### src/hdl/crt_ram.sv
// Generic single-write, single-read synchronous RAM with registered read.
// No dependencies.
`default_nettype none

module crt_ram #(
	parameter int WIDTH = 8,
	parameter int DEPTH = 16
) (
	input  logic                     clk,
	input  logic                     we,
	input  logic [$clog2(DEPTH)-1:0] waddr,
	input  logic [WIDTH-1:0]         wdata,
	input  logic [$clog2(DEPTH)-1:0] raddr,
	output logic [WIDTH-1:0]         rdata
);

	logic [WIDTH-1:0] mem [DEPTH];

	always_ff @(posedge clk) begin
		if (we) begin
			mem[waddr] <= wdata;
		end
		rdata <= mem[raddr];
	end

endmodule

`default_nettype wire

### config.mk
export PLATFORM = sky130hd
export DESIGN_NAME = crt_ram
export DESIGN_NICKNAME = d
export VERILOG_FILES = /design/src/hdl/crt_ram.sv
export SDC_FILE = /design/constraint.sdc
export NUM_CORES = 1
export LEC_CHECK = 0
export ABC_CLOCK_PERIOD_IN_PS = 2900
export BUFFER_PORTS_ARGS = -buffer_cell sky130_fd_sc_hd__buf_2
export CAP_MARGIN = 20
export CORE_AREA = 2 2 128 130
export DETAILED_ROUTE_END_ITERATION = 8
export DIE_AREA = 0 0 130 132
export GPL_TIMING_DRIVEN = 1
export SKIP_LAST_GASP = 1
export SLEW_MARGIN = 20
export SYNTH_ARGS = -nofsm -noshare
export SYNTH_HDL_FRONTEND = slang
export SYNTH_SLANG_ARGS = --single-unit
### constraint.sdc
create_clock -name clk -period 2.9 [get_ports clk]
set_clock_uncertainty 0.2 [all_clocks]
set_input_delay 0.58 -clock clk [delete_from_list [all_inputs] [get_ports clk]]
set_output_delay 0.58 -clock clk [all_outputs]
set_load 0.05 [all_outputs]
==> impl_metrics.toml, run 1 <==
[outcome]
status = "finished clean"

[grt]
grt_pass1_vias = 2559
antenna_found_initial = 0
grt_start_max_net_pins = 21
grt_overflow = 0
grt_pass1_wl_mm = 15.4
grt.total_usage = 0.124

[clocking]
cts.path.max_buffers = 2
cts_tree = "yes"
insertion_delay_ns = 0.41
ctsResizeCount = 0
clk_pin_slew_worst_paths_ns = 0.06
htreeDepth = 4
cts_hold_buf = 0
cts-root-buf = "clkbuf_16"
cts_made_buffers = 17
cts_setup_buffers = 0
clock_sinks = 136

[worst_setup_path]
path_delay_family = "multiplexers"
r2r_cells = 3
critPathMaxFanout = 20
cp-end-kind = "flip-flop"
max_stage_delay_ns = 0.58
worstPathCellList = "buf_2 -> buf_12 -> mux4_1 -> a22oi_1 -> nand2_1"
worst_path_max_delay_cell = "mux4_1"
cp.depth = 5
r2r-end = "rdata[2]"
critPathRequiredTime_ns = 2.98
rrSetupSlack_ns = 1.31
endpoint = "rdata[3]"
critical_path_class = "in -> reg"
critPathLaunch = "raddr[0]"
regToRegStartpoint = "mem[5][2]"
worstPathArrival_ns = 2.02
critical_path_buf_inv_count = 2
critPathLaunchType = "primary input"

[yosys]
ys_types = 19
synth_compound_gate_area_share = 0.0233
yosys.area_share.simple = 0.0318
syn_area_sq_um = 5150
synth_xor_area_frac = 0
ys_ff_latch = 136
syn_avg_cell_area_sq_um = 22.5
synth_area_leader_cell = "edfxtp_1"
yosysTopAreaCellShare = 0.747
synthMuxAreaShare = 0.150
synthCells = 229
yosysWarnings = 0
ys_seq_area_frac = 0.778
synth_fa_ha_area_frac = 0
synth_top_cells_by_area = "edfxtp_1 (75%), mux4_2 (7.9%), mux4_1 (7.1%)"
synth_top_family_by_area = "multiplexers"
syn_nets = 247

[floorplanning]
row_count = 46
io_pins = 26
die_x_microns = 130
start_util = 0.328
die-area_sq_um = 17200
coreArea_sq_um = 15700
fp.dieH_microns = 132

[final_layout]
antenna_cells = 0
n_fill_cell = 1397
finalInstanceArea_sq_um = 6190
multi_input_area_sq_um = 1060
drive_gt1_frac = 0.328
final_cells = 515
area_delta_synth_final_pct = 20.3
nNetsFinal = 304
register_area_sq_um = 4000
final_core_util = 0.394

[sta]
slew_headroom = 0.481
min_period_ns = 1.94
tightest_slew_ns = 0.775
rsz0062_at_grt = "false"
max_freq_mhz = 516
maxSlewViolCount = 0
layout_setup_ws_ns = 0.961
fin_crit_sh = 0.668
holdWs_ns = 0.357
hold_violations = 0
fin_setup_tns_ns = 0
setup-violations-final = 0

[placed_design]
port_buffers = 25
place_hpwl_mm = 6.48
routabilityCongestion = 0.710
place_area_sq_um = 5640
preCtsSetupSlack_ns = 0.543
dpl.cell_count = 483

[hold_path]
worstHoldPathType = "in -> reg"
worstHoldPathCells = 1

[run]
maxCapViolations = 0

[routing]
antenna_left = 0
drtIter0Drc = 266
post_drt_via_cell_ratio = 4.75
num_vias = 2445
drcViolationCount = 0
dr.pass1.iters = 5
routedWlPerCell_microns = 19.2
drt_wl_total_mm = 9.91

[power_and_ir_drop]
totalPowerFinal_mw = 4.45
p_leak_nw = 2.08
max-vdd-ir-drop_v = 0.000475
powerDensity_nw_per_um2 = 718
==> logic make-up (layout without fill, tap and decap cells) <==
logic type | after synthesis | count (layout)
DFF | 136 | 136
and+or+nand+nor | 35 | 35
muxes | 32 | 32
AOI/OAI and AO/OA | 16 | 16
buffers and inverters | 10 | 80
==> placed cells by master, fill, tap and decap left out, types with 2 or more instances in the layout <==
cell type / instances
clkbuf_16: 17
edfxtp_1: 128
buf_4: 22
dfxtp_1: 8
clkinvlp_4: 4
mux4_1: 14
a22oi_1: 16
inv_6: 3
clkinv_4: 2
nor2_1: 13
nor3_1: 4
nand2b_1: 2
clkinv_2: 4
mux4_2: 18
buf_2: 25
nand2_1: 9
nand3b_1: 2
==> report_power, final <==
part / switching (mW) / internal, mW / total (mW)
clock network: 0.813 / 1.18 / 1.99
registers: 0.0124 / 2.20 / 2.21
logic: 0.159 / 0.0890 / 0.248
==> synth_stat cells <==
cell type,count
edfxtp_1,128
mux4_2,18
a22oi_1,16
mux4_1,14
nor2_1,13
nand2_1,9
dfxtp_1,8
nor3_1,4
buf_2,3
buf_6,3
clkdlybuf4s25_2,3
nand2b_1,2
nand3b_1,2
and2_1,1
and2b_1,1
buf_4,1
nand3_1,1
nor2b_1,1
or3b_2,1
==> state kept, by name, summed over array words and instances (netlist names) <==
| name | cells |
|---|---|
| rdata | 8 |
| mem | 128 |
==> metal layers <==
layer	up-vias	wire [microns]	global-route usage
met1	1284	4670	0.177
met4	0	64	0.0358
met2	67	4690	0.185
li1	1086	-	-
met5	-	0	0
met3	8	486	0.0365
==> how the worst min path moves through the flow <==
stage / endpoint / start / slack [ns]
5_1_grt: mem[5][7] / wdata[7] / 0.35
3_5_place_dp: rdata[0] / mem[12][0] / 0.47
4_1_cts: mem[11][2] / wdata[2] / 0.35
3_3_place_gp: rdata[2] / mem[14][2] / 0.45
6_report: mem[6][4] / wdata[4] / 0.36
2_1_floorplan: rdata[0] / mem[7][0] / 0.43
==> layout make-up <==
cell class,instances,share of cell area
clock buffers,17,0.0687
clock inverters,15,0.0206
multi-input cells,83,0.171
flip-flops and latches,136,0.646
well taps,216,0.0436
repair buffers,48,0.0501
(Power assumes the default switching activity.)
==> inputs of run 2 (changes only) <==
--- a/config.mk
+++ b/config.mk
@@ -5,7 +5,7 @@
 export SDC_FILE = /design/constraint.sdc
 export NUM_CORES = 1
 export LEC_CHECK = 0
-export ABC_CLOCK_PERIOD_IN_PS = 2900
+export ABC_CLOCK_PERIOD_IN_PS = 1700
 export BUFFER_PORTS_ARGS = -buffer_cell sky130_fd_sc_hd__buf_2
 export CAP_MARGIN = 20
 export CORE_AREA = 2 2 128 130
==> constraint.sdc (replaced) <==
create_clock -name clk -period 1.7 [get_ports clk]
set_clock_uncertainty 0.2 [all_clocks]
set_input_delay 0.34 -clock clk [delete_from_list [all_inputs] [get_ports clk]]
set_output_delay 0.34 -clock clk [all_outputs]
set_load 0.05 [all_outputs]
==> impl_metrics.toml, run 2 (same netlist as run 1, synthesis figures left out) <==
[hold_path]
hp-start = "wdata[5]"
worstHoldPathType = "in -> reg"
worst_hold_path.endpoint = "mem[6][5]"
worstHoldPathCells = 1

[worst_setup_path]
rrSetupSlack_ns = 0.11
critPathRequiredTime_ns = 1.79
critPathMaxFanout = 20
critical_path_class = "in -> reg"
worstPathArrival_ns = 1.68
regToRegStartpoint = "mem[1][3]"
cp-end-kind = "flip-flop"
r2r_cells = 3
critPathLaunchType = "primary input"
r2r-end = "rdata[3]"

[outcome]
status = "finished clean"

[routing]
num_vias = 2428
routedWlPerCell_microns = 19.4
drt_wl_total_mm = 10.0
drtIter0Drc = 312
dr.pass1.iters = 4
drt-met1-wl_mm = 4.83
antenna_left = 0
met2WireLength_mm = 4.71
dr.max_layer_used = "met4"
post_drt_via_cell_ratio = 4.70
wl_met3_microns = 431
drcViolationCount = 0

[sta]
fin_setup_tns_ns = 0
tightest_slew_ns = 0.808
slew_headroom = 0.460
hold_violations = 0
maxSlewViolCount = 0
max_freq_mhz = 628
fin_crit_sh = 0.937
min_period_ns = 1.59
holdWs_ns = 0.122
rsz0062_at_grt = "false"
setup-violations-final = 0

[final_layout]
final_cells = 517
drive_gt1_frac = 0.332
top_regs = "mem: 128 flops, rdata: 8 flops"
largest_register = "mem"
nNetsFinal = 306
final_common_cell = "edfxtp_1"
antenna_cells = 0
area_delta_synth_final_pct = 23.7
final_cell_mix = "edfxtp_1 (128), buf_2 (25), buf_4 (22), mux4_2 (18), clkbuf_16 (17)"
largest_reg_flops = 128

[placed_design]
place_hpwl_mm = 6.51
port_buffers = 25
dpl.cell_count = 485
routabilityCongestion = 0.691

[grt]
grt_pass1_vias = 2578
grt_overflow = 0
grt_pass1_wl_mm = 15.6
grt_start_max_net_pins = 21
antenna_found_initial = 0
grt.total_usage = 0.127

[floorplanning]
die_x_microns = 130
row_count = 46
fp.dieH_microns = 132
start_util = 0.328
coreArea_sq_um = 15700
io_pins = 26
die-area_sq_um = 17200

[power_and_ir_drop]
p_sw_mw = 1.60
p_leak_nw = 2.16
powerDensity_nw_per_um2 = 1310
p_int_mw = 6.71
swShare = 0.193
seqPwrFrac = 0.454
pwr-share-clk = 0.494
max-vdd-ir-drop_v = 0.000667
p_comb_frac = 0.053

[clocking]
htreeDepth = 4
cts_tree = "yes"
ctsResizeCount = 0
insertion_delay_ns = 0.40
cts_made_buffers = 17
clock_sinks = 136
cts.path.max_buffers = 2
cts_hold_buf = 0
clk_pin_slew_worst_paths_ns = 0.06
cts_setup_buffers = 0
cts-root-buf = "clkbuf_16"

[run]
maxCapViolations = 0
==> run 2: worst max path at each step <==
| stage | startpoint | endpoint | slack [ns] |
|---|---|---|---|
| after global placement | raddr[0] | rdata[3] | -0.29 |
| after detailed placement | raddr[0] | rdata[3] | -0.30 |
| final | raddr[0] | rdata[3] | 0.11 |
| after global routing | rdata[7] | rdata[7] | 0.06 |
| after floorplan | waddr[2] | mem[3][0] | -0.11 |
| after CTS | rdata[7] | rdata[7] | 0.08 |
==> run 2: power groups by stage <==
stage	clock, mW	combinational (mW)	sequential, mW
2_1_floorplan	0	0.191	3.91
5_1_grt	4.33	0.475	3.78
3_3_place_gp	0	0.435	3.84
4_1_cts	4.17	0.445	3.77
3_5_place_dp	0	0.444	3.84
6_report	4.10	0.439	3.77
==> run 2: final cells by class <==
class	count	area (sq um)
clock buffers	21	450
clock inverters	11	219
fillers	1369	9350
multi-input cells	83	1070
flip-flops and latches	136	4000
well taps	216	270
repair buffers	50	350
==> run 2: routing by layer <==
layer  GRT usage  vias up
met2       0.189       62
met3      0.0337        5
met4      0.0394        0
met5           0        -
met1       0.182     1271
li1            -     1090
==> run 2: worst max-delay path, stage by stage <==
cell,delay [ns]
buf_2,0.14
buf_12,0.20
mux4_1,0.57
a22oi_1,0.33
nand2_1,0.08
==> run 2: through the flow <==
| step | util | area (sq um) | total power [mW] | setup WS (ns) |
|---|---|---|---|---|
| after floorplan | - | 5160 | 4.10 | -0.106 |
| after global placement | 0.363 | 5700 | 4.27 | -0.287 |
| after detailed placement | 0.363 | 5700 | 4.28 | -0.297 |
| after CTS | 0.405 | 6370 | 8.38 | 0.0782 |
| after global routing | 0.405 | 6370 | 8.58 | 0.0574 |
| final | 0.405 | 6370 | 8.31 | 0.108 |
==> inputs of run 3 (changes only) <==
--- a/config.mk
+++ b/config.mk
@@ -12,6 +12,7 @@
 export DETAILED_ROUTE_END_ITERATION = 8
 export DIE_AREA = 0 0 130 132
 export GPL_TIMING_DRIVEN = 1
+export PLACE_DENSITY = 0.61
 export SKIP_LAST_GASP = 1
 export SLEW_MARGIN = 20
 export SYNTH_ARGS = -nofsm -noshare
==> impl_metrics.toml, run 3 (same netlist as run 1, synthesis figures left out) <==
[grt]
grt.total_usage = 0.130
grt_pass1_wl_mm = 15.7
grt_pass1_vias = 2591
antenna_found_initial = 0
grt_overflow = 0
grt_start_max_net_pins = 17

[clocking]
cts_setup_buffers = 0
cts.path.max_buffers = 2
cts_hold_buf = 0
htreeDepth = 4
insertion_delay_ns = 0.41
cts-root-buf = "clkbuf_16"
clock_sinks = 136
clk_pin_slew_worst_paths_ns = 0.06
cts_made_buffers = 17
ctsResizeCount = 0
cts_tree = "yes"

[worst_setup_path]
max_stage_delay_ns = 0.38
worstPathArrival_ns = 1.08
cp-end-kind = "primary output"
worst_path_max_delay_cell = "dfxtp_1"
worstPathCellList = "buf_2"
path_delay_family = "flip-flops"
critical_path_buf_inv_count = 1
critPathRequiredTime_ns = 1.16
critPathMaxFanout = 1
critPathLaunchType = "flip-flop"
critical_path_class = "reg -> out"

[final_layout]
drive_gt1_frac = 0.352
final_cell_mix = "edfxtp_1 (128), buf_4 (27), buf_2 (25), mux4_2 (18), clkbuf_16 (17)"
top_regs = "mem: 128 flops, rdata: 8 flops"
largest_register = "mem"
antenna_cells = 0
n_fill_cell = 1398
area_delta_synth_final_pct = 23.7
final_common_cell = "edfxtp_1"
largest_reg_flops = 128
nNetsFinal = 312

[routing]
post_drt_via_cell_ratio = 4.75
routedWlPerCell_microns = 19.5
drt_wl_total_mm = 10.2
dr.pass1.iters = 4
num_vias = 2485
antenna_left = 0
drcViolationCount = 0
drtIter0Drc = 309

[sta]
slew_headroom = 0.477
tightest_slew_ns = 0.783
fin_setup_tns_ns = 0
maxSlewViolCount = 0
setup-violations-final = 0
min_period_ns = 1.62
rsz0062_at_grt = "false"
fin_crit_sh = 0.956
hold_violations = 0
max_freq_mhz = 616
holdWs_ns = 0.111

[floorplanning]
start_util = 0.328
io_pins = 26
fp.dieH_microns = 132
row_count = 46
coreArea_sq_um = 15700
die_x_microns = 130
die-area_sq_um = 17200

[placed_design]
port_buffers = 25
place_hpwl_mm = 6.83
routabilityCongestion = 0.734

[hold_path]
worstHoldPathType = "in -> reg"

[run]
maxCapViolations = 0

[power_and_ir_drop]
max-vdd-ir-drop_v = 0.000768
totalPowerFinal_mw = 7.95
powerDensity_nw_per_um2 = 1250
p_leak_nw = 2.16

[outcome]
status = "finished clean"
run 3: routing by layer:
metal  GRT usage  vias up  routed length, microns
met5           0        -                       0
met4      0.0442        0                     135
met3      0.0467       12                     615
met2       0.196       76                    5000
met1       0.175     1289                    4460
li1            -     1108                       -
run 3: metrics by stage:
step	worst slack [ns]	area [sq um]	util	std cells
after floorplan	-0.106	5160	-	229
after global placement	-0.278	5750	0.366	491
after detailed placement	-0.267	5750	0.366	491
after CTS	0.0471	6360	0.405	523
after global routing	0.0300	6360	0.405	523
final	0.0754	6360	0.405	523
run 3: worst paths after layout:
kind               from   endpoint  slack (ns)  depth (start not counted)
min reg2reg  mem[14][6]   rdata[6]        0.47                          3
max            rdata[4]   rdata[4]        0.08                          1
min            wdata[0]  mem[6][0]        0.11                          1
max reg2reg   mem[1][3]   rdata[3]        0.12                          3
run 3: power by group:
| part | internal, mW | switching (mW) |
|---|---|---|
| Combinational | 0.170 | 0.273 |
| Sequential | 3.75 | 0.0250 |
| Clock | 2.36 | 1.38 |
| Total | 6.27 | 1.68 |
run 3: worst register-to-register path: stages, from the launching register on:
cell      delay [ns]
edfxtp_1        0.35
mux4_1          0.51
a22oi_1         0.31
nand2_1         0.09
run 3: area by class of cell:
type | instances | area (sq um) | share of cell area
clock buffers | 19 | 443 | 0.0696
well taps | 216 | 270 | 0.0425
flip-flops and latches | 136 | 4000 | 0.629
repair buffers | 56 | 408 | 0.0641
clock inverters | 13 | 168 | 0.0263
multi-input cells | 83 | 1070 | 0.168
