===== config.mk =====
export PLATFORM = sky130hd
export DESIGN_NAME = crt_div
export DESIGN_NICKNAME = d
export VERILOG_FILES = /design/src/hdl/crt_pkg.sv /design/src/hdl/crt_div.sv
export SDC_FILE = /design/constraint.sdc
export NUM_CORES = 1
export LEC_CHECK = 0
export ABC_AREA = 1
export BUFFER_PORTS_ARGS = -buffer_cell sky130_fd_sc_hd__buf_2
export CAP_MARGIN = 40
export CELL_PAD_IN_SITES_DETAIL_PLACEMENT = 0
export CELL_PAD_IN_SITES_GLOBAL_PLACEMENT = 1
export CORE_ASPECT_RATIO = 1.25
export CORE_UTILIZATION = 43
export CTS_CLUSTER_SIZE = 24
export DETAILED_ROUTE_END_ITERATION = 8
export PLACE_DENSITY = 0.95
export RECOVER_POWER = 100
export SETUP_SLACK_MARGIN = 0.1
export SKIP_CTS_REPAIR_TIMING = 1
export SYNTH_ARGS = -nofsm -noshare
export SYNTH_HDL_FRONTEND = slang
export SYNTH_SLANG_ARGS = --single-unit

===== constraint.sdc =====
create_clock -name clk -period 5.7 [get_ports clk]
set_input_delay 0 -clock clk [delete_from_list [all_inputs] [get_ports clk]]
set_output_delay 0 -clock clk [all_outputs]
set_load 0.05 [all_outputs]

===== src/hdl/crt_pkg.sv =====
// Shared types and constants of the counter rate tracker.
// No dependencies; imported by the tracker, the divider and the checker.
`default_nettype none

package crt_pkg;

	localparam int SLOT_W  = 10;
	localparam int VALUE_W = 64;
	localparam int TIME_W  = 32;
	localparam int KIND_W  = 2;
	localparam int OUTC_W  = 3;

	// Stream beat layout
	localparam int IN_SLOT_LO   = 0;
	localparam int IN_VALUE_LO  = IN_SLOT_LO + SLOT_W;
	localparam int IN_TIME_LO   = IN_VALUE_LO + VALUE_W;
	localparam int IN_LIMIT_LO  = IN_TIME_LO + TIME_W;
	localparam int IN_TDATA_W   = 176;

	localparam int OUT_SLOT_LO  = 0;
	localparam int OUT_DELTA_LO = OUT_SLOT_LO + SLOT_W;
	localparam int OUT_RATE_LO  = OUT_DELTA_LO + VALUE_W;
	localparam int OUT_USED_W   = OUT_RATE_LO + VALUE_W;
	localparam int OUT_TDATA_W  = 144;
	localparam int OUT_PAD_W    = OUT_TDATA_W - OUT_USED_W;

	// APB register file
	localparam int PADDR_W   = 3;
	localparam int PDATA_W   = 32;
	localparam int REG_IDX_W = PADDR_W - 2;
	localparam logic [REG_IDX_W-1:0] REG_ALLOW_ZERO = 1'b0;

	// Divider: 64 quotient bits, one per cycle
	localparam int DIV_STEPS = 64;
	localparam int DIV_CNT_W = $clog2(DIV_STEPS);

	localparam logic [KIND_W-1:0] KIND_GAUGE = 2'd0;
	localparam logic [KIND_W-1:0] KIND_C32   = 2'd1;
	localparam logic [KIND_W-1:0] KIND_C64   = 2'd2;

	typedef enum logic [OUTC_W-1:0] {
		OUT_ACCEPT = 3'd0,
		OUT_FIRST  = 3'd1,
		OUT_OVER   = 3'd2,
		OUT_ZERO   = 3'd3,
		OUT_EQUAL  = 3'd4
	} outcome_t;

	typedef enum logic [3:0] {
		CRT_CLEAR,
		CRT_IDLE,
		CRT_REDUCE,
		CRT_READ,
		CRT_EVAL,
		CRT_FIX,
		CRT_DIVIDE,
		CRT_DECIDE,
		CRT_PUSH
	} crt_state_t;

	typedef struct packed {
		logic               valid;
		logic [VALUE_W-1:0] counter;
		logic [TIME_W-1:0]  stamp;
	} slot_entry_t;

endpackage

`default_nettype wire


===== src/hdl/crt_div.sv =====
// Restoring divider, 64-bit dividend by 32-bit divisor, one quotient bit a cycle.
// Depends on crt_pkg.
`default_nettype none

module crt_div import crt_pkg::*; (
	input  logic               clk,
	input  logic               arst_n,
	input  logic               start,
	input  logic [VALUE_W-1:0] dividend,
	input  logic [TIME_W-1:0]  divisor,
	output logic               done,
	output logic [VALUE_W-1:0] quotient
);

	logic                 busy_q;
	logic                 done_q;
	logic [DIV_CNT_W-1:0] cnt_q;
	logic [VALUE_W-1:0]   quo_q;
	logic [TIME_W-1:0]    rem_q;
	logic [TIME_W-1:0]    dvs_q;
	logic [TIME_W:0]      trial;
	logic [TIME_W:0]      diff;
	logic                 fits;

	// remainder stays below the divisor, so one extra bit covers the shift
	assign trial = {rem_q, quo_q[VALUE_W-1]};
	assign diff  = trial - {1'b0, dvs_q};
	assign fits  = trial >= {1'b0, dvs_q};

	always_ff @(posedge clk or negedge arst_n) begin
		if (!arst_n) begin
			busy_q <= 1'b0;
			done_q <= 1'b0;
			cnt_q  <= '0;
		end else begin
			done_q <= 1'b0;
			if (start) begin
				busy_q <= 1'b1;
				cnt_q  <= '0;
			end else if (busy_q) begin
				cnt_q <= cnt_q + 1'b1;
				if (cnt_q == DIV_CNT_W'(DIV_STEPS - 1)) begin
					busy_q <= 1'b0;
					done_q <= 1'b1;
				end
			end
		end
	end

	always_ff @(posedge clk) begin
		if (start) begin
			quo_q <= dividend;
			rem_q <= '0;
			dvs_q <= divisor;
		end else if (busy_q) begin
			quo_q <= {quo_q[VALUE_W-2:0], fits};
			rem_q <= fits ? diff[TIME_W-1:0] : trial[TIME_W-1:0];
		end
	end

	assign done     = done_q;
	assign quotient = quo_q;

endmodule

`default_nettype wire


==> results.md, run 1 <==
* Status: finished, violations left
* Failing checks: capacitance limit, slew limit
* # clock sinks at 136
* Die Y at 157 um
* Cells along the critical path: clkbuf_1 > clkbuf_1 > nand2_1 > nand2_1
* Number of synthesized register bits at 136
* PnR worst setup slack at 1.79 ns
* Worst Path Arrival at 4.19 ns
* Cell accounting for the most synthesized area: edfxtp_1
* Initial Utilization at 43.9%
* Crit end category: flip-flop
* Die area at 19700 um^2
* Synth area leaders: edfxtp_1, nand2_1, inv_1
* DR vias at 7751
* Final hold vios at 0
* Setup crit start kind: input pin
* Share of layout cells above drive strength 1 at 11.3%
* Max rail drop VDD at 0.221 mV
* Drt drc at 0
* Global placer's final weighted congestion at 0.947
* Critical path type: in -> reg
* Net Count, Synth at 1257
* Avg Cell Area, Syn at 7.34 um^2
* Hold Crit Class: in -> reg
* Gr ovfl total at 0
* Total iterations of the first detailed-routing run at 4
* Synth Flop Type: edfxtp_1
* CP Max Fanout at 74
* CP required at 5.98 ns
* Pin count of the biggest net entering global routing at 75
* Critical path's top delay family: buffers and inverters
* Period minus WS final at 3.91 ns
* Post-DP HPWL at 16.1 mm
* Count leader, synth: nand2_1
* Post-synth EDFFs at 96
* Worst-margin pin slew at 3.37 ns
* P per Cell Area at 379 nW/um^2
* Vias in the first global route at 7197
* Rel. slew slack at -125%
* Initial antenna violation count at 0
* First DRT Iteration DRCs at 392
* Clock Skews at 0.0185 ns
* Vias per Instance at 4.77
* Diodes inserted at 0
* Final setup fails at 0
* Tot GR Track Use at 23.0%
* Seq/Total Area, Yosys at 45.1%
* Fmax at 256 MHz
* Placement Setup Slack at 2.77 ns
* CTS tree: built
* Unrepaired setup endpoints after global routing: false
* Max cap viols at 3
* Buf/Inv on CP at 2
* Clk_lat worst skew at 0.44 ns
* First-pass GRT wire length at 35.3 mm
* Synthesized cell area at 8250 um^2
* CP peak stage delay at 2.45 ns
* Nets at 1514
* Yosys warning total at 0
* Post-synth top area share at 35.0%
* Routed wire length at 23.0 mm
* CTS buffer count at 17
* Synth Instances at 1124
* Fin crit share at 68.5%
* Top Ports at 164
* Bufs on Longest Clock Path at 2
* Yosys cell types at 37
* Die extent in x at 126 um
* Row count at 56
* CP max stage cell: clkbuf_1
* Max Slew Vio Count at 173
* Leakage at 5.54 nW
* Worst-path clk slew at 0.06 ns
* Routed len/inst at 14.1 um
* ANT nets after route at 0
* H-tree depth at 4
* CTS root buf: clkbuf_16
* Total core area at 18800 um^2
* Ys async rst share at 5.88%
* Layout area overhead at 29.9%
* Port Buf Inserts at 163
* Post-synth top cells: nand2_1, inv_1, edfxtp_1, nand3_1, nor2_1
* Fin Setup TNS at 0 ns
==> area by class of cell <==
cell class / instances / area (um^2)
flip-flops and latches: 136 / 3720
fillers: 1811 / 8060
inverters: 183 / 687
clock buffers: 18 / 429
repair buffers: 267 / 1780
multi-input cells: 776 / 3670
clock inverters: 14 / 139
well taps: 232 / 290
==> report_power, final <==
group | switching [W] | internal (W)
sequential | 0.0000867 | 0.00121
combinational | 0.00108 | 0.000591
clock | 0.000475 | 0.000611
==> registers in the layout, summed over array words and instances (netlist names) <==
register,flops
dvs_q,32
rem_q,32
busy_q,1
done,1
quotient,64
cnt_q,6
==> layout by cell type, fill, tap and decap left out, types with 13 or more instances in the layout <==
cell           instances
clkbuf_1              73
xnor2_1               13
edfxtp_1              96
a21oi_1               21
buf_2                 95
dfxtp_1               32
nand3b_1              14
dlygate4sd3_1         97
clkbuf_16             17
nor2_1                45
nand2_1              504
inv_1                177
nand3_1               78
ha_1                  33
o21ai_0               16
==> worst paths after layout <==
check,start,end,slack (ns),depth (start not counted)
max,start,quotient[52],1.79,4
min,dividend[0],quotient[0],0.06,3
max reg2reg,dvs_q[8],rem_q[17],2.08,15
min reg2reg,rem_q[20],rem_q[20],0.47,2
max in group asynchronous,arst_n,busy_q,4.87,3
min in group asynchronous,arst_n,cnt_q[2],0.55,3
==> layer usage <==
metal | vias to the layer above | global-route usage [%] | share of wire, %
met2 | 249 | 40.8 | 50
met5 | - | 0 | 0
met3 | 31 | 6.02 | 5.9
met1 | 3468 | 26.0 | 42
met4 | 0 | 9.87 | 2.3
li1 | 4003 | - | -
==> through the flow <==
step	hold slack (ns)	power (W)	util, %	cells	area, um^2
detailed placement	-0.140	0.00295	49.5	1497	9290
global placement	-0.145	0.00290	49.2	1495	9240
CTS	-0.604	0.00404	52.5	1529	9860
finish	0.0610	0.00406	57.1	1626	10700
floorplan	-0.296	0.00258	-	1124	8250
global route	0.0965	0.00434	57.1	1626	10700
==> logic make-up (layout without fill, tap and decap cells) <==
logic type	Yosys count	after routing	share of synthesized area [%]
flip-flops	136	136	45.1
buffers and inverters	212	482	10.2
adder cells (fa/ha/maj)	34	34	5.25
AND/OR/NAND/NOR	681	681	34.7
AO/OA/AOI/OAI	47	47	3.19
XOR/XNOR	14	14	1.49
==> tightest hold or removal path, stage by stage <==
cell     delay (ns)
buf_2          0.10
nor2_1         0.11
a31oi_1        0.09
(Power assumes the default switching activity.)
==> run 2, diff against run 1 <==
--- a/config.mk
+++ b/config.mk
@@ -5,7 +5,7 @@
 export SDC_FILE = /design/constraint.sdc
 export NUM_CORES = 1
 export LEC_CHECK = 0
-export ABC_AREA = 1
+export ABC_AREA = 0
 export BUFFER_PORTS_ARGS = -buffer_cell sky130_fd_sc_hd__buf_2
 export CAP_MARGIN = 40
 export CELL_PAD_IN_SITES_DETAIL_PLACEMENT = 0
@@ -14,7 +14,7 @@
 export CORE_UTILIZATION = 43
 export CTS_CLUSTER_SIZE = 24
 export DETAILED_ROUTE_END_ITERATION = 8
-export PLACE_DENSITY = 0.95
+export PLACE_DENSITY = 0.9
 export RECOVER_POWER = 100
 export SETUP_SLACK_MARGIN = 0.1
 export SKIP_CTS_REPAIR_TIMING = 1
==> constraint.sdc (replaced) <==
create_clock -name clk -period 4.1 [get_ports clk]
set_input_delay 0 -clock clk [delete_from_list [all_inputs] [get_ports clk]]
set_output_delay 0 -clock clk [all_outputs]
set_load 0.05 [all_outputs]
==> run 2 against run 1 <==
  * The run still ends with capacitance limit, slew limit left
  * Combinational power increased by 31%
  * Sequential cell count unchanged
  * Hold slack improved by 0.10 ns
  * Register-to-register slack got worse by 1.3 ns
  * Die area decreased by 11%
  * Utilization increased by 1.4 points
  * Final cell count decreased by 31%
  * Sequential power increased by 44%
  * Synthesized cell count decreased by 44%
  * Wire length decreased by 22%
  * Sequential share of layout area increased by 3.2 points
  * Global-route usage decreased by 3.2 points
  * Critical path type is now reg -> reg
  * Critical endpoint is now rem_q[14]
==> results.md, run 2 <==
* ANT nets after route at 0
* Crit end category: flip-flop
* Hold Crit Class: in -> reg
* Total iterations of the first detailed-routing run at 8
* Met2 GRT Util at 35.6%
* First-pass GRT wire length at 27.2 mm
* # clock sinks at 136
* CTS tree: built
* Drt drc at 0
* Diodes inserted at 0
* Post-synth top area share at 39.3%
* Cell Count Post-Placement at 989
* Final hold vios at 0
* Die area at 17600 um^2
* First DRT Iteration DRCs at 211
* Max rail drop VDD at 0.336 mV
* Count leader, synth: edfxtp_1
* Top Ports at 164
* FILL cells at 1439
* Setup crit start kind: flip-flop
* Clk_lat worst skew at 0.42 ns
* Nets at 1020
* Initial antenna violation count at 0
* Seq/Total Area, Yosys at 50.8%
* Initial Utilization at 43.7%
* H-tree depth at 4
* Critical path type: reg -> reg
* FF+latch area at 3720 um^2
* Yosys cell types at 72
* Synth Flop Type: edfxtp_1
* Clock Skews at 0.00820 ns
* Avg Cell Area, Syn at 11.7 um^2
* Routed wire length at 17.8 mm
* Cells on Worst Hold Path at 2
* Status: finished, violations left
* Fin cells at 1120
* Synth Instances at 629
* Port Buf Inserts at 163
* Layout area overhead at 33.8%
* Die Y at 148 um
* Share of layout cells above drive strength 1 at 24.0%
* Commonest cells after routing, fill and taps aside: dlygate4sd3_1, edfxtp_1, buf_2
* Rel. slew slack at -109%
* M1 GR Usage at 22.2%
* Number of synthesized register bits at 136
* Cell accounting for the most synthesized area: edfxtp_1
* Fmax at 306 MHz
* Yosys warning total at 0
* Post-synth EDFFs at 96
* P per Cell Area at 580 nW/um^2
* CTS buffer count at 17
* Die extent in x at 119 um
* Net Count, Synth at 762
* CP required at 4.25 ns
* DR vias at 5755
* Failing checks: capacitance limit, slew limit
* Total core area at 16800 um^2
* CP Max Fanout at 9
* Max cap viols at 2
* Tot GR Track Use at 19.8%
* Pin count of the biggest net entering global routing at 69
* Gr ovfl total at 0
* Post-synth top cells: edfxtp_1, mux2_2, nor2_1, nand2_1, inv_1
* Worst-path clk slew at 0.06 ns
* Post-DP HPWL at 12.0 mm
* Leakage at 4.04 nW
* Global placer's final weighted congestion at 0.835
* Ys async rst share at 5.88%
* Post-layout utilization of the core at 58.5%
* Max FFs per register at 64
* GRT met3 Usage at 5.40%
* Area of the multi-input gates at 3280 um^2
* Fin crit share at 79.8%
* Worst-margin pin slew at 3.14 ns
* Final setup fails at 0
* Period minus WS final at 3.27 ns
* Max Slew Vio Count at 128
* PnR worst setup slack at 0.827 ns
* Synth area leaders: edfxtp_1, mux2_2, dfxtp_1
* Commonest non-fill, non-tap cell in the layout: dlygate4sd3_1
* Synthesized cell area at 7330 um^2
* Vias per Instance at 5.14
* Worst reg2reg path depth at 11
* Vias in the first global route at 5634
* Bufs on Longest Clock Path at 2
* Placement Setup Slack at 0.913 ns
* Routed len/inst at 15.9 um
* Worst Path Arrival at 3.43 ns
* Fin Setup TNS at 0 ns
* Row count at 53
* Gr busiest metal: met2
* Unrepaired setup endpoints after global routing: false
* CTS root buf: clkbuf_16
==> run 2: final cells by class <==
class | instances | area share, %
timing repair buffer | 267 | 17.9
multi-input combinational | 427 | 33.5
clock buffer | 17 | 4.34
sequential | 136 | 38.0
clock inverter | 15 | 2.03
tap | 220 | 2.81
inverter | 38 | 1.45
==> run 2: through the flow <==
| step | hold WS, ns | power (W) | area, um^2 |
|---|---|---|---|
| 4_1_cts | -0.601 | 0.00568 | 8930 |
| 3_5_place_dp | -0.148 | 0.00403 | 8310 |
| 2_1_floorplan | -0.296 | 0.00362 | 7330 |
| 3_3_place_gp | -0.149 | 0.00401 | 8310 |
| 5_1_grt | 0.199 | 0.00601 | 9810 |
| 6_report | 0.164 | 0.00569 | 9810 |
==> run 2: path summary, 6_finish.rpt <==
kind / from / endpoint / slack (ns)
min: start / cnt_q[2] / 0.16
min reg2reg: rem_q[9] / rem_q[9] / 0.48
max in group asynchronous: arst_n / cnt_q[1] / 3.25
max reg2reg: dvs_q[16] / rem_q[14] / 0.83
max: dvs_q[16] / rem_q[14] / 0.83
min in group asynchronous: arst_n / cnt_q[3] / 0.57
==> run 2: worst max-delay path, stage by stage (launching register included) <==
cell,delay [ns]
edfxtp_1,0.32
inv_1,0.05
ha_1,0.41
nand2_1,0.08
o21ai_0,0.31
a211oi_1,0.10
a21oi_1,0.19
a31oi_1,0.23
o31ai_4,0.51
clkbuf_1,0.47
mux2i_1,0.25
a211oi_1,0.08
==> run 2: kinds of logic (layout without fill, tap and decap cells) <==
group / after synthesis / in the layout / share of synthesized area (%)
muxes: 92 / 92 / 13.8
adders and majority gates: 34 / 34 / 5.91
DFF: 136 / 136 / 50.8
xor gates and xnor gates: 31 / 31 / 3.70
AOI/OAI and AO/OA: 130 / 130 / 12.8
and+or+nand+nor: 140 / 140 / 8.89
buffers and inverters: 66 / 337 / 4.18
==> run 2: power breakdown <==
| group | internal (W) | switching (W) |
|---|---|---|
| combinational | 0.000914 | 0.00128 |
| sequential | 0.00172 | 0.000157 |
| clock | 0.000938 | 0.000687 |
| total | 0.00357 | 0.00212 |
==> run 2: per-layer routing <==
metal	up-vias	share of wire, %
li1	2824	-
met3	41	5.7
met1	2700	40
met2	190	52
met5	-	0
met4	0	2.9
==> run 3, diff against run 2 <==
--- a/config.mk
+++ b/config.mk
@@ -5,16 +5,16 @@
 export SDC_FILE = /design/constraint.sdc
 export NUM_CORES = 1
 export LEC_CHECK = 0
-export ABC_AREA = 0
+export ABC_AREA = 1
 export BUFFER_PORTS_ARGS = -buffer_cell sky130_fd_sc_hd__buf_2
 export CAP_MARGIN = 40
 export CELL_PAD_IN_SITES_DETAIL_PLACEMENT = 0
 export CELL_PAD_IN_SITES_GLOBAL_PLACEMENT = 1
 export CORE_ASPECT_RATIO = 1.25
-export CORE_UTILIZATION = 43
+export CORE_UTILIZATION = 36
 export CTS_CLUSTER_SIZE = 24
 export DETAILED_ROUTE_END_ITERATION = 8
-export PLACE_DENSITY = 0.9
+export PLACE_DENSITY = 0.86
 export RECOVER_POWER = 100
 export SETUP_SLACK_MARGIN = 0.1
 export SKIP_CTS_REPAIR_TIMING = 1
==> constraint.sdc (replaced) <==
create_clock -name clk -period 2.8 [get_ports clk]
set_input_delay 0 -clock clk [delete_from_list [all_inputs] [get_ports clk]]
set_output_delay 0 -clock clk [all_outputs]
set_load 0.05 [all_outputs]
==> run 3 against run 2 <==
  * The flow finishes with violations (hold timing)
  * Wire length is 33% higher
  * Hold slack worse by 0.20 ns
  * Fmax is 31% higher
  * Combinational power is 55% higher
  * Sequential cell count stayed put
  * Clock skew is 0.0014 ns higher
  * Power is 48% higher
  * Critical endpoint is now quotient[41]
==> results.md, run 3 (synthesis results as in run 1) <==
* Initial Utilization at 36.9%
* Post-DP HPWL at 17.1 mm
* Max FFs per register at 64
* Worst-path clk slew at 0.07 ns
* Placed Area at 9350 um^2
* Initial antenna violation count at 0
* Leakage at 5.57 nW
* Top Ports at 164
* Failing checks: hold timing
* Drt drc at 0
* Setup crit start kind: flip-flop
* Row count at 61
* Period minus WS final at 2.50 ns
* Worst-margin pin slew at 1.39 ns
* Fin cells at 1679
* Max cap viols at 0
* Worst Path Arrival at 2.65 ns
* CTS tree: built
* Max Slew Vio Count at 0
* Hold slack at -0.0339 ns
* Die area at 23500 um^2
* # clock sinks at 136
* Critical path's top delay family: buffers and inverters
* P per Cell Area at 778 nW/um^2
* Gr ovfl total at 0
* Port Buf Inserts at 163
* Critical path type: reg -> reg
* Crit end category: flip-flop
* Unrepaired setup endpoints after global routing: false
* ANT nets after route at 0
* Pin count of the biggest net entering global routing at 64
* CP Max Fanout at 63
* Cells along the critical path: nor2_1 > clkbuf_1 > inv_2 > buf_12
* CTS root buf: clkbuf_16
* DR vias at 7832
* First-pass GRT wire length at 37.5 mm
* Routed len/inst at 14.2 um
* Routed wire length at 23.8 mm
* CP required at 2.95 ns
* Final hold vios at 1
* CP peak stage delay at 0.92 ns
* Max rail drop VDD at 0.499 mV
* H-tree depth at 4
* CTS buffer count at 17
* CP max stage cell: clkbuf_1
* FILL cells at 2281
* Hold Crit Class: in -> reg
* Die Y at 171 um
* Fmax at 400 MHz
* Clock Skews at 0.00957 ns
* First DRT Iteration DRCs at 362
* Fin Setup TNS at 0 ns
* Commonest non-fill, non-tap cell in the layout: nand2_1
* Final setup fails at 0
* Commonest cells after routing, fill and taps aside: nand2_1, inv_1, dlygate4sd3_1, buf_2, edfxtp_1
* Global placer's final weighted congestion at 0.910
* Fin crit share at 89.4%
* Status: finished, violations left
* Die extent in x at 137 um
* R2R Setup Slk at 0.30 ns
* Cell Count Post-Placement at 1550
* Vias in the first global route at 7608
* Total iterations of the first detailed-routing run at 5
* Diodes inserted at 0
* Clk_lat worst skew at 0.43 ns
* Final instance area at 10800 um^2
* Share of layout cells above drive strength 1 at 12.0%
* Rel. slew slack at 7.07%
* Tot GR Track Use at 21.0%
* Bufs on Longest Clock Path at 2
* Buf/Inv on CP at 3
* Layout area overhead at 31.3%
* Nets at 1516
* Vias per Instance at 4.66
* Total core area at 22400 um^2
## run 3: changes by cell type in the layout (fill, tap and decap cells not counted), moves of 7 or more
cell      before  now
a211oi_1      19    0
a21o_1        13    0
a21oi_1       35   21
inv_1         37  177
inv_8          7    0
mux2_2        63    0
mux2i_1       25    0
nand2_1       46  504
nand3_1        4   77
nand3_2        1    8
nand3b_1       1   14
xor2_1        15    1
## run 3: worst paths after layout
| kind | endpoint | cells after the start | start |
|---|---|---|---|
| worst max-delay path | quotient[41] | 4 | busy_q |
| worst min-delay path | quotient[0] | 3 | dividend[0] |
| worst max register to register | quotient[41] | 4 | busy_q |
| worst min register to register | rem_q[14] | 2 | rem_q[14] |
| max in group asynchronous | cnt_q[0] | 3 | arst_n |
| min in group asynchronous | done | 3 | arst_n |
## run 3: per-layer routing
layer / GRT usage [%] / part of all wire (%) / vias up
met5: 0 / 0 / -
met3: 6.13 / 5.6 / 45
li1: - / - / 4014
met2: 36.3 / 50 / 247
met4: 10.8 / 3.4 / 0
met1: 23.1 / 41 / 3526
## run 3: where the power goes
part / internal [W] / switching, W / leakage [nW]
clock network: 0.00143 / 0.000956 / 0.293
registers: 0.00247 / 0.000181 / 1.39
logic: 0.00116 / 0.00223 / 3.90
total: 0.00506 / 0.00337 / 5.57
## run 3: area by class of cell
class                   instances  area [um^2]  share of cell area (%)
multi-input cells             776         3680                    34.0
clock inverters                14          171                    1.58
repair buffers                269         1770                    16.4
clock buffers                  18          439                    4.06
inverters                     183          687                    6.34
flip-flops and latches        136         3720                    34.4
well taps                     283          354                    3.27
## run 3: stage by stage
step	utilization [%]	setup slack [ns]	total power (W)
floorplan	-	0.532	0.00525
global placement	41.8	0.320	0.00599
detailed placement	41.8	0.351	0.00601
CTS	44.5	0.337	0.00843
global route	48.4	0.0967	0.00904
finish	48.4	0.298	0.00843
## run 3: worst register-to-register path, stage by stage, from the launching register on
cell      delay [ns]
dfrtp_1         0.43
nor2_1          0.12
clkbuf_1        0.92
inv_2           0.38
buf_12          0.34
